--- config.mk ---
export PLATFORM = sky130hd
export DESIGN_NAME = include_directive_locator
export DESIGN_NICKNAME = d
export VERILOG_FILES = /design/src/rtl/idl_pkg.sv /design/src/rtl/include_directive_locator.sv
export SDC_FILE = /design/constraint.sdc
export NUM_CORES = 1
export LEC_CHECK = 0
export BUFFER_PORTS_ARGS = -buffer_cell sky130_fd_sc_hd__buf_2
export CORE_AREA = 2 2 136 164
export DETAILED_ROUTE_END_ITERATION = 6
export DIE_AREA = 0 0 138 166
export GPL_TIMING_DRIVEN = 0
export HOLD_SLACK_MARGIN = 0.02
export MAX_ROUTING_LAYER = met4
export PLACE_DENSITY = 0.79
export SYNTH_ARGS = -nofsm -noshare
export SYNTH_HDL_FRONTEND = slang
export SYNTH_SLANG_ARGS = --single-unit
--- constraint.sdc ---
create_clock -name clk -period 6.62 [get_ports clk]
set_input_delay 0.331 -clock clk [delete_from_list [all_inputs] [get_ports clk]]
set_output_delay 0.331 -clock clk [all_outputs]
set_load 0.01 [all_outputs]
--- src/rtl/idl_pkg.sv ---
// Shared types, constants and helper functions for the include directive locator.
// This file depends on nothing else; the locator and its checker import it.
package idl_pkg;

    // Largest text size; positions and offsets stop at this value.
    localparam int unsigned MAX_TEXT_BYTES = 1048576;

    // Width of every position, length and line number field.
    localparam int unsigned POS_W = 21;

    // Stream payload widths. The result data is padded with zeros to whole bytes.
    localparam int unsigned IN_DATA_W  = 8;
    localparam int unsigned OUT_FLDS_W = 5 * POS_W;
    localparam int unsigned OUT_DATA_W = ((OUT_FLDS_W + 7) / 8) * 8;

    typedef logic [POS_W-1:0] pos_t;
    typedef logic [7:0]       char_t;
    typedef logic [2:0]       kw_idx_t;

    localparam pos_t POS_MAX      = pos_t'(MAX_TEXT_BYTES);
    localparam pos_t LINE_MAX     = pos_t'(MAX_TEXT_BYTES + 1);
    localparam pos_t LINE_FIRST   = pos_t'(1);
    localparam kw_idx_t KW_LAST   = kw_idx_t'(6);

    // Character codes that the scanner looks for.
    localparam char_t CH_CR    = 8'h0D;
    localparam char_t CH_LF    = 8'h0A;
    localparam char_t CH_SPACE = 8'h20;
    localparam char_t CH_TAB   = 8'h09;
    localparam char_t CH_HASH  = 8'h23;
    localparam char_t CH_QUOTE = 8'h22;

    // Scan phases of one line, one-hot.
    typedef enum logic [7:0] {
        PH_LINE_BLANKS = 8'b0000_0001,
        PH_HASH_BLANKS = 8'b0000_0010,
        PH_KEYWORD     = 8'b0000_0100,
        PH_SEPARATOR   = 8'b0000_1000,
        PH_NAME_BLANKS = 8'b0001_0000,
        PH_NAME        = 8'b0010_0000,
        PH_MATCHED     = 8'b0100_0000,
        PH_TO_EOL      = 8'b1000_0000
    } phase_t;

    // Kind of the line break seen in the previous byte.
    typedef enum logic [1:0] {
        BRK_NONE = 2'd0,
        BRK_CR   = 2'd1,
        BRK_LF   = 2'd2
    } brk_t;

    // Letters of the keyword, indexed from zero.
    function automatic char_t keyword_char(input kw_idx_t idx);
        char_t c;
        unique case (idx)
            3'd0:    c = 8'h69; // i
            3'd1:    c = 8'h6E; // n
            3'd2:    c = 8'h63; // c
            3'd3:    c = 8'h6C; // l
            3'd4:    c = 8'h75; // u
            3'd5:    c = 8'h64; // d
            3'd6:    c = 8'h65; // e
            default: c = 8'h00;
        endcase
        return c;
    endfunction

    // Position plus one, held at the maximum text size.
    function automatic pos_t plus_one_sat(input pos_t v);
        pos_t r;
        r = (v < POS_MAX) ? v + pos_t'(1) : POS_MAX;
        return r;
    endfunction

    function automatic logic is_blank(input char_t c);
        return (c == CH_SPACE) || (c == CH_TAB);
    endfunction

endpackage

--- src/rtl/include_directive_locator.sv ---
// Streaming scanner that reports each include directive line of a source text.
// Depends on idl_pkg for types, character codes and the saturating increment.
//
// The block takes one text byte per clock cycle, back to back, and can give one
// request on the result side per byte. Each byte passes an input register,
// parser logic that updates a small set of running registers, and a result
// register; a directive enters the result register when the byte that ends its
// line (the break byte or the byte marked last) leaves the input register. A result
// stalled on the master side holds the input side only when the byte waiting in
// the input register would itself give a result; other bytes keep flowing.
// The last byte of a text returns all counters to their start values, and the
// next byte begins a new text with line number 1 at offset 0. Offsets stop at
// MAX_TEXT_BYTES and set too_long, as does a full line counter.
module include_directive_locator
    import idl_pkg::*;
(
    input  logic                  clk,
    input  logic                  rst_n,
    // Text input
    input  logic                  s_tvalid,
    output logic                  s_tready,
    input  logic [IN_DATA_W-1:0]  s_tdata,  // [7:0] text_byte
    input  logic                  s_tlast,  // is_final
    // Directive results
    output logic                  m_tvalid,
    input  logic                  m_tready,
    // [20:0] line_begin, [41:21] line_finish, [62:42] name_offset,
    // [83:63] name_length, [104:84] following_line, [111:105] zero
    output logic [OUT_DATA_W-1:0] m_tdata,
    output logic [0:0]            m_tuser   // [0] too_long
);

    // Input register
    logic   in_valid_reg;
    char_t  in_byte_reg;
    logic   in_last_reg;

    // Running parser state
    phase_t  phase_reg,  phase_next;
    kw_idx_t kw_reg,     kw_next;
    pos_t    pos_reg,    pos_next;
    pos_t    line_reg,   line_next;
    pos_t    begin_reg,  begin_next;
    pos_t    qs_reg,     qs_next;
    pos_t    ql_reg,     ql_next;
    brk_t    brk_reg,    brk_next;
    logic    sat_reg,    sat_next;

    // Result register
    logic                  out_valid_reg;
    logic [OUT_DATA_W-1:0] out_data_reg;
    logic                  out_long_reg;

    logic  emit;
    pos_t  finish;
    pos_t  qs_out;
    pos_t  ql_out;
    logic  sat_pos;
    pos_t  pos_inc;
    logic  is_brk;
    logic  pair;
    logic  advance;
    char_t b;

    // Parser step for the byte in the input register.
    always_comb
    begin
        b       = in_byte_reg;
        sat_pos = sat_reg | (pos_reg >= POS_MAX);
        pos_inc = plus_one_sat(pos_reg);
        is_brk  = (b == CH_CR) || (b == CH_LF);
        pair    = ((brk_reg == BRK_CR) && (b == CH_LF)) ||
                  ((brk_reg == BRK_LF) && (b == CH_CR));

        phase_next = phase_reg;
        kw_next    = kw_reg;
        line_next  = line_reg;
        begin_next = begin_reg;
        qs_next    = qs_reg;
        ql_next    = ql_reg;
        brk_next   = brk_reg;
        sat_next   = sat_pos;
        emit       = 1'b0;
        finish     = pos_reg;

        if (pair)
        begin
            // Second half of a CR LF or LF CR break.
            brk_next   = BRK_NONE;
            begin_next = pos_inc;
        end
        else if (is_brk)
        begin
            // A line break closes the line and reports a matched directive.
            emit       = (phase_reg == PH_MATCHED);
            brk_next   = (b == CH_CR) ? BRK_CR : BRK_LF;
            if (line_reg < LINE_MAX)
            begin
                line_next = line_reg + pos_t'(1);
            end
            else
            begin
                sat_next = 1'b1;
            end
            begin_next = pos_inc;
            phase_next = PH_LINE_BLANKS;
            kw_next    = '0;
        end
        else
        begin
            brk_next = BRK_NONE;
            unique case (phase_reg)
                PH_LINE_BLANKS:
                begin
                    if (b == CH_HASH)
                    begin
                        phase_next = PH_HASH_BLANKS;
                    end
                    else if (!is_blank(b))
                    begin
                        phase_next = PH_TO_EOL;
                    end
                end
                PH_HASH_BLANKS:
                begin
                    if (b == keyword_char('0))
                    begin
                        kw_next    = kw_idx_t'(1);
                        phase_next = PH_KEYWORD;
                    end
                    else if (!is_blank(b))
                    begin
                        phase_next = PH_TO_EOL;
                    end
                end
                PH_KEYWORD:
                begin
                    if (b == keyword_char(kw_reg))
                    begin
                        kw_next = kw_reg + kw_idx_t'(1);
                        if (kw_reg == KW_LAST)
                        begin
                            phase_next = PH_SEPARATOR;
                        end
                    end
                    else
                    begin
                        phase_next = PH_TO_EOL;
                    end
                end
                PH_SEPARATOR:
                begin
                    phase_next = is_blank(b) ? PH_NAME_BLANKS : PH_TO_EOL;
                end
                PH_NAME_BLANKS:
                begin
                    if (b == CH_QUOTE)
                    begin
                        qs_next    = pos_inc;
                        phase_next = PH_NAME;
                    end
                    else if (!is_blank(b))
                    begin
                        phase_next = PH_TO_EOL;
                    end
                end
                PH_NAME:
                begin
                    if (b == CH_QUOTE)
                    begin
                        ql_next    = (pos_reg >= qs_reg) ? pos_reg - qs_reg : '0;
                        phase_next = PH_MATCHED;
                    end
                end
                PH_MATCHED:
                begin
                end
                PH_TO_EOL:
                begin
                end
                default:
                begin
                    phase_next = PH_TO_EOL;
                end
            endcase
        end

        // Name fields of the result, taken before the end of text clears them.
        qs_out = qs_next;
        ql_out = ql_next;

        pos_next = (pos_reg < POS_MAX) ? pos_reg + pos_t'(1) : pos_reg;

        // End of text: report a line matched by its last byte, then start over.
        if (in_last_reg)
        begin
            if (!emit && (phase_next == PH_MATCHED))
            begin
                emit   = 1'b1;
                finish = pos_inc;
            end
            phase_next = PH_LINE_BLANKS;
            kw_next    = '0;
            pos_next   = '0;
            line_next  = LINE_FIRST;
            begin_next = '0;
            qs_next    = '0;
            ql_next    = '0;
            brk_next   = BRK_NONE;
            sat_next   = 1'b0;
        end
    end

    // Handshake: a byte leaves the input register unless its result has no room.
    assign advance  = in_valid_reg && (!emit || !out_valid_reg || m_tready);
    assign s_tready = !in_valid_reg || advance;

    // Input register
    always_ff @(posedge clk or negedge rst_n)
    begin
        if (!rst_n)
        begin
            in_valid_reg <= 1'b0;
        end
        else if (s_tready)
        begin
            in_valid_reg <= s_tvalid;
        end
    end

    always_ff @(posedge clk)
    begin
        if (s_tvalid && s_tready)
        begin
            in_byte_reg <= s_tdata;
            in_last_reg <= s_tlast;
        end
    end

    // Running parser state, updated once per consumed byte.
    always_ff @(posedge clk or negedge rst_n)
    begin
        if (!rst_n)
        begin
            phase_reg <= PH_LINE_BLANKS;
            kw_reg    <= '0;
            pos_reg   <= '0;
            line_reg  <= LINE_FIRST;
            begin_reg <= '0;
            qs_reg    <= '0;
            ql_reg    <= '0;
            brk_reg   <= BRK_NONE;
            sat_reg   <= 1'b0;
        end
        else if (advance)
        begin
            phase_reg <= phase_next;
            kw_reg    <= kw_next;
            pos_reg   <= pos_next;
            line_reg  <= line_next;
            begin_reg <= begin_next;
            qs_reg    <= qs_next;
            ql_reg    <= ql_next;
            brk_reg   <= brk_next;
            sat_reg   <= sat_next;
        end
    end

    // Result register
    always_ff @(posedge clk or negedge rst_n)
    begin
        if (!rst_n)
        begin
            out_valid_reg <= 1'b0;
        end
        else if (advance && emit)
        begin
            out_valid_reg <= 1'b1;
        end
        else if (m_tready)
        begin
            out_valid_reg <= 1'b0;
        end
    end

    always_ff @(posedge clk)
    begin
        if (advance && emit)
        begin
            out_data_reg <= OUT_DATA_W'({line_reg + pos_t'(1), ql_out, qs_out,
                                         finish, begin_reg});
            out_long_reg <= sat_pos;
        end
    end

    assign m_tvalid   = out_valid_reg;
    assign m_tdata    = out_data_reg;
    assign m_tuser[0] = out_long_reg;

endmodule

==> impl_metrics.json, run 1 <==
{
  "status": "completed",
  "cts-buffers-inserted": 24,
  "fp-row-count": 59,
  "io_pins": 128,
  "worst_pin_slew_ns": 1.09,
  "min_path_type": "input pin to flip-flop",
  "slew_violations": 0,
  "numPortBuffers": 120,
  "yosysSeqAreaShare_pct": 51.5,
  "final_util_pct": 67.8,
  "cp.arrival_ns": 5.16,
  "dp_hpwl_um": 23800,
  "grtUsageTotal_pct": 29.6,
  "first_iter_violations": 806,
  "synth_cell_types": 87,
  "place.gp.congestion": 0.970,
  "die_w_um": 138,
  "finalSetupViolations": 0,
  "antenna_cells": 0,
  "grt_pass1_wl_um": 53200,
  "largest_reg_flops": 105,
  "synthesis.area_um2": 12600,
  "crit_fanout": 66,
  "antenna_left": 0,
  "yosys_warnings": 0,
  "finalCritPeriodShare_pct": 75.3,
  "insertion_delay_ns": 0.54,
  "grt_max_degree": 86,
  "clock.fmax_mhz": 201,
  "syn2layout_area_growth_pct": 15.4,
  "syn-mean-instance-area_um2": 10.4,
  "wl_per_cell_um": 20.1,
  "core_um2": 21400,
  "synth_seq_cells": 236,
  "clock-sinks": 236,
  "synth_top_area_cell": "edfxtp_1",
  "synth_edf_count": 115,
  "synth.most_common_cell": "nand2_1",
  "cap_violations": 0,
  "powerDensity_nw_per_um2": 251,
  "end_kind": "flip-flop",
  "first_pass_iters": 6,
  "worstPathRequired_ns": 6.80,
  "synthFlopType": "dfrtp_1",
  "clk_pin_slew_ns": 0.06,
  "finalClockSkew_ns": 0.0318,
  "rsz0062_at_grt": "no",
  "dp_worst_setup_slack_ns": 1.67,
  "layout-drive-gt1-share_pct": 16.0,
  "fin_ws_ns": 1.64,
  "die_area_um2": 22900,
  "grt_pass1_vias": 9937,
  "hold_viol": 0,
  "clockBufferDepth": 3,
  "vias": 10200,
  "detail_route.vias_per_cell": 6.15,
  "antenna_found_initial": 0,
  "synth_cells": 1205,
  "wl_um": 33400,
  "overflow": 0,
  "layout.nets": 1412,
  "whs_ns": 0.0725,
  "htreeDepth": 1,
  "start_util_pct": 58.8,
  "critPathLaunchType": "flip-flop",
  "cts_setup_buffers": 0,
  "clock-root-buffer": "clkbuf_16",
  "synth_common_cells": "nand2_1 (167), dfrtp_1 (119), edfxtp_1 (115), nor2_1 (59)",
  "synth_top_area_share_pct": 27.4,
  "p_leak_nw": 5.97,
  "detail_route.drc_violations": 0,
  "async_reset_ff_share_pct": 51.3,
  "cts_tree": "yes",
  "peakVddDrop_v": 0.000223,
  "min_period_ns": 4.98,
  "die_h_um": 166,
  "synth_area_leaders": "edfxtp_1 (27%), dfrtp_1 (24%), nand2_1 (5.0%)",
  "fillers": 1643,
  "relSlewSlack_pct": 27.0,
  "critPathKind": "flip-flop to flip-flop"
}
[kinds of logic after synthesis]
kind of cell,Yosys count,share of synthesized area [%]
xor gates and xnor gates,56,3.90
AOI/OAI and AO/OA,307,18.5
and+or+nand+nor,414,16.2
muxes,23,2.00
buffers and inverters,138,4.84
other,1,0.0298
adders and majority gates,30,3.04
DFF,236,51.5
[worst max-delay path: stages (launching register included)]
cell	delay, ns
dfrtp_1	0.39
inv_1	0.10
ha_1	0.27
or4_1	0.59
mux2i_1	0.18
a2111oi_4	0.36
nand4b_1	0.32
nand4_1	0.27
a21oi_1	0.15
and3_1	0.23
buf_2	0.15
o21ai_4	0.32
buf_2	0.33
o21a_4	0.55
buf_16	0.35
[area by class of cell]
class,count,area (µm²),share of cell area (%)
flip-flops and latches,236,6480,44.6
multi-input cells,837,5530,38.1
repair buffers,132,762,5.25
clock buffers,37,701,4.82
plain buffers,87,418,2.88
well taps,274,343,2.36
inverters,51,191,1.32
clock inverters,7,97.6,0.672
[metal layers]
| metal | vias up | global-route usage [%] | routed length, µm |
|---|---|---|---|
| met5 | - | - | 0 |
| met4 | 0 | 11.4 | 1370 |
| met3 | 103 | 3.46 | 1920 |
| met2 | 416 | 50.4 | 16900 |
| met1 | 4948 | 36.4 | 13300 |
| li1 | 4740 | - | - |
[cell usage in the layout (no fill, tap or decap), types with 26 or more instances in the layout]
cell,count
xor2_1,30
clkbuf_1,64
xnor2_1,26
nor2_1,59
a22o_1,48
buf_2,129
dfrtp_1,119
o2bb2ai_1,30
a21oi_1,35
ha_1,29
inv_1,50
nand3_1,55
edfxtp_1,115
o21ai_0,49
nand2_1,167
[stage by stage]
step / cell area, µm² / power [W] / instances / TNS [ns]
after CTS: 14500 / 0.00365 / 1661 / 0
after floorplan: 12600 / 0.00211 / 1211 / 0
after global placement: 13600 / 0.00227 / 1605 / -77.16
final: 14500 / 0.00365 / 1661 / 0
after global routing: 14500 / 0.00379 / 1661 / 0
after detailed placement: 13600 / 0.00229 / 1607 / 0
[what timing repair did]
item / CTS / global route
hold buffers: 10 / 0
endpoints found under the hold margin: 45 / 0
gates resized for setup: 0 / 0
[worst paths after layout]
kind                       cells after the start      endpoint          from  slack [ns]
hold / removal                                 2  in_valid_reg      s_tvalid        0.07
min in group asynchronous                      2     qs_reg[7]         rst_n        0.26
setup reg to reg                              14   m_tdata[31]     kw_reg[0]        1.64
setup / recovery                              14   m_tdata[31]     kw_reg[0]        1.64
hold reg to reg                                0    m_tdata[6]  begin_reg[6]        0.46
max in group asynchronous                      3    brk_reg[1]         rst_n        5.58
[power breakdown]
group	leakage, nW	switching [W]	internal, W	total [W]
clock	0.385	0.000566	0.000809	0.00137
combinational	2.94	0.000404	0.000239	0.000643
sequential	2.65	0.0000499	0.00159	0.00163
total	5.97	0.00102	0.00263	0.00365
(Power assumes the default switching activity.)
==> inputs of run 2 (changes only) <==
- CORE_AREA: 2 2 136 164 -> 2 2 143 173
- DIE_AREA: 0 0 138 166 -> 0 0 145 175
- PLACE_DENSITY: 0.79 -> 0.75
- clock period: 6.62 -> 4.16 ns (I/O delays scaled with it)
==> impl_metrics.json, run 2 (synthesized netlist as in run 1, its figures left out) <==
{
  "status": "completed",
  "die_area_um2": 25400,
  "worstPathRequired_ns": 3.95,
  "clock.fmax_mhz": 248,
  "clock-sinks": 236,
  "die_h_um": 175,
  "antenna_found_initial": 0,
  "grt_max_degree": 65,
  "first_pass_iters": 5,
  "min_period_ns": 4.03,
  "end_kind": "output pin",
  "die_w_um": 145,
  "core_um2": 23700,
  "grtUsageTotal_pct": 26.6,
  "cap_violations": 0,
  "htreeDepth": 1,
  "overflow": 0,
  "first_iter_violations": 881,
  "finalCritPeriodShare_pct": 97.0,
  "critPathLaunchType": "flip-flop",
  "r2r_setup_slack_ns": 0.14,
  "dp_worst_setup_slack_ns": -0.938,
  "dp_hpwl_um": 23200,
  "clock-root-buffer": "clkbuf_16",
  "vias": 10200,
  "fp-row-count": 62,
  "slew_violations": 0,
  "largest_reg_flops": 105,
  "detail_route.vias_per_cell": 5.96,
  "rsz0062_at_grt": "yes",
  "worst_pin_slew_ns": 0.853,
  "clockBufferDepth": 3,
  "place.gp.congestion": 0.961,
  "cp.arrival_ns": 3.83,
  "finalClockSkew_ns": 0.0186,
  "fin_cells": 1715,
  "layout-drive-gt1-share_pct": 17.7,
  "powerDensity_nw_per_um2": 395,
  "wl_um": 33900,
  "switching_power_w": 0.00163,
  "insertion_delay_ns": 0.53,
  "start_util_pct": 53.2,
  "clk_pin_slew_ns": 0.06,
  "fin_area_um2": 14700,
  "fin_ws_ns": 0.126,
  "final_util_pct": 62.2,
  "min_from": "m_tready",
  "pwr-share-clk_pct": 37.4,
  "cts-buffers-inserted": 24,
  "layout_common_cells": "nand2_1 (167), buf_2 (127), dfrtp_1 (117), edfxtp_1 (115), clkbuf_1 (62)",
  "min_path_type": "input pin to flip-flop",
  "p_sw_share_pct": 27.9,
  "cts_tree": "yes",
  "io_pins": 128,
  "p_leak_nw": 6.00,
  "numPortBuffers": 120,
  "crit_fanout": 6,
  "finalPower_w": 0.00582,
  "hold_viol": 0,
  "antenna_cells": 0,
  "r2r-start": "kw_reg[0]",
  "p_comb_share_pct": 17.7,
  "final_common_cell": "nand2_1",
  "finalSetupViolations": 0,
  "grt_pass1_wl_um": 52200,
  "critPathLaunch": "kw_reg[0]",
  "peakVddDrop_v": 0.000334,
  "dp_cells": 1652,
  "detail_route.drc_violations": 0,
  "layout.nets": 1420,
  "wl_per_cell_um": 19.7,
  "place_area_um2": 13700,
  "syn2layout_area_growth_pct": 16.9,
  "grt_pass1_vias": 9915,
  "p_int_w": 0.00419,
  "p_seq_share_pct": 44.9,
  "antenna_left": 0,
  "relSlewSlack_pct": 42.7,
  "critPathKind": "flip-flop to output pin"
}
[run 2: critical path, cell delays in order (launching register included)]
cell	delay, ns
dfrtp_2	0.44
ha_2	0.21
ha_4	0.17
or4_4	0.44
mux2i_2	0.24
a2111oi_4	0.07
nand4b_1	0.24
nand2_1	0.15
or4b_1	0.50
nor2_1	0.12
and4_4	0.35
o211ai_1	0.17
buf_2	0.20
[run 2: layer usage]
layer	track usage, %	vias to the layer above	routed length [µm]
li1	-	4770	-
met1	32.6	4896	13300
met2	45.2	451	16900
met3	3.13	97	2300
met4	10.4	0	1270
met5	-	-	0
[run 2: worst paths after layout]
check / end / cells after the start
min in group asynchronous: line_reg[18] / 2
setup / recovery: s_tready / 12
hold reg to reg: m_tdata[5] / 0
setup reg to reg: m_tdata[16] / 12
max in group asynchronous: ql_reg[20] / 3
hold / removal: in_valid_reg / 3
[run 2: what timing repair did]
action,in CTS,in global routing
gates cloned,3,1
resized for setup,17,13
pin swaps,4,4
hold buffers,11,0
setup buffers,1,4
setup endpoints to repair,116,163
hold endpoints to repair,65,0
[run 2: area by class of cell]
cell class	count	area (µm²)
inverters	51	193
fillers	1921	8930
multi-input cells	841	5640
repair buffers	137	782
clock inverters	10	139
plain buffers	86	433
flip-flops and latches	236	6490
clock buffers	34	648
well taps	320	400
[run 2: stage by stage]
stage                     hold WS (ns)  setup TNS (ns)
after floorplan                -0.0876               0
after global placement           0.386          -91.30
after CTS                        0.164               0
after global routing             0.208          -0.957
final                            0.178               0
after detailed placement         0.217          -98.28
[run 2: power by group through the flow]
stage | Clock [W] | Sequential (W) | Combinational (W)
floorplan | 0 | 0.00262 | 0.000735
global placement | 0 | 0.00264 | 0.000972
detailed placement | 0 | 0.00265 | 0.000989
CTS | 0.00220 | 0.00260 | 0.00101
global route | 0.00229 | 0.00262 | 0.00113
finish | 0.00218 | 0.00261 | 0.00103
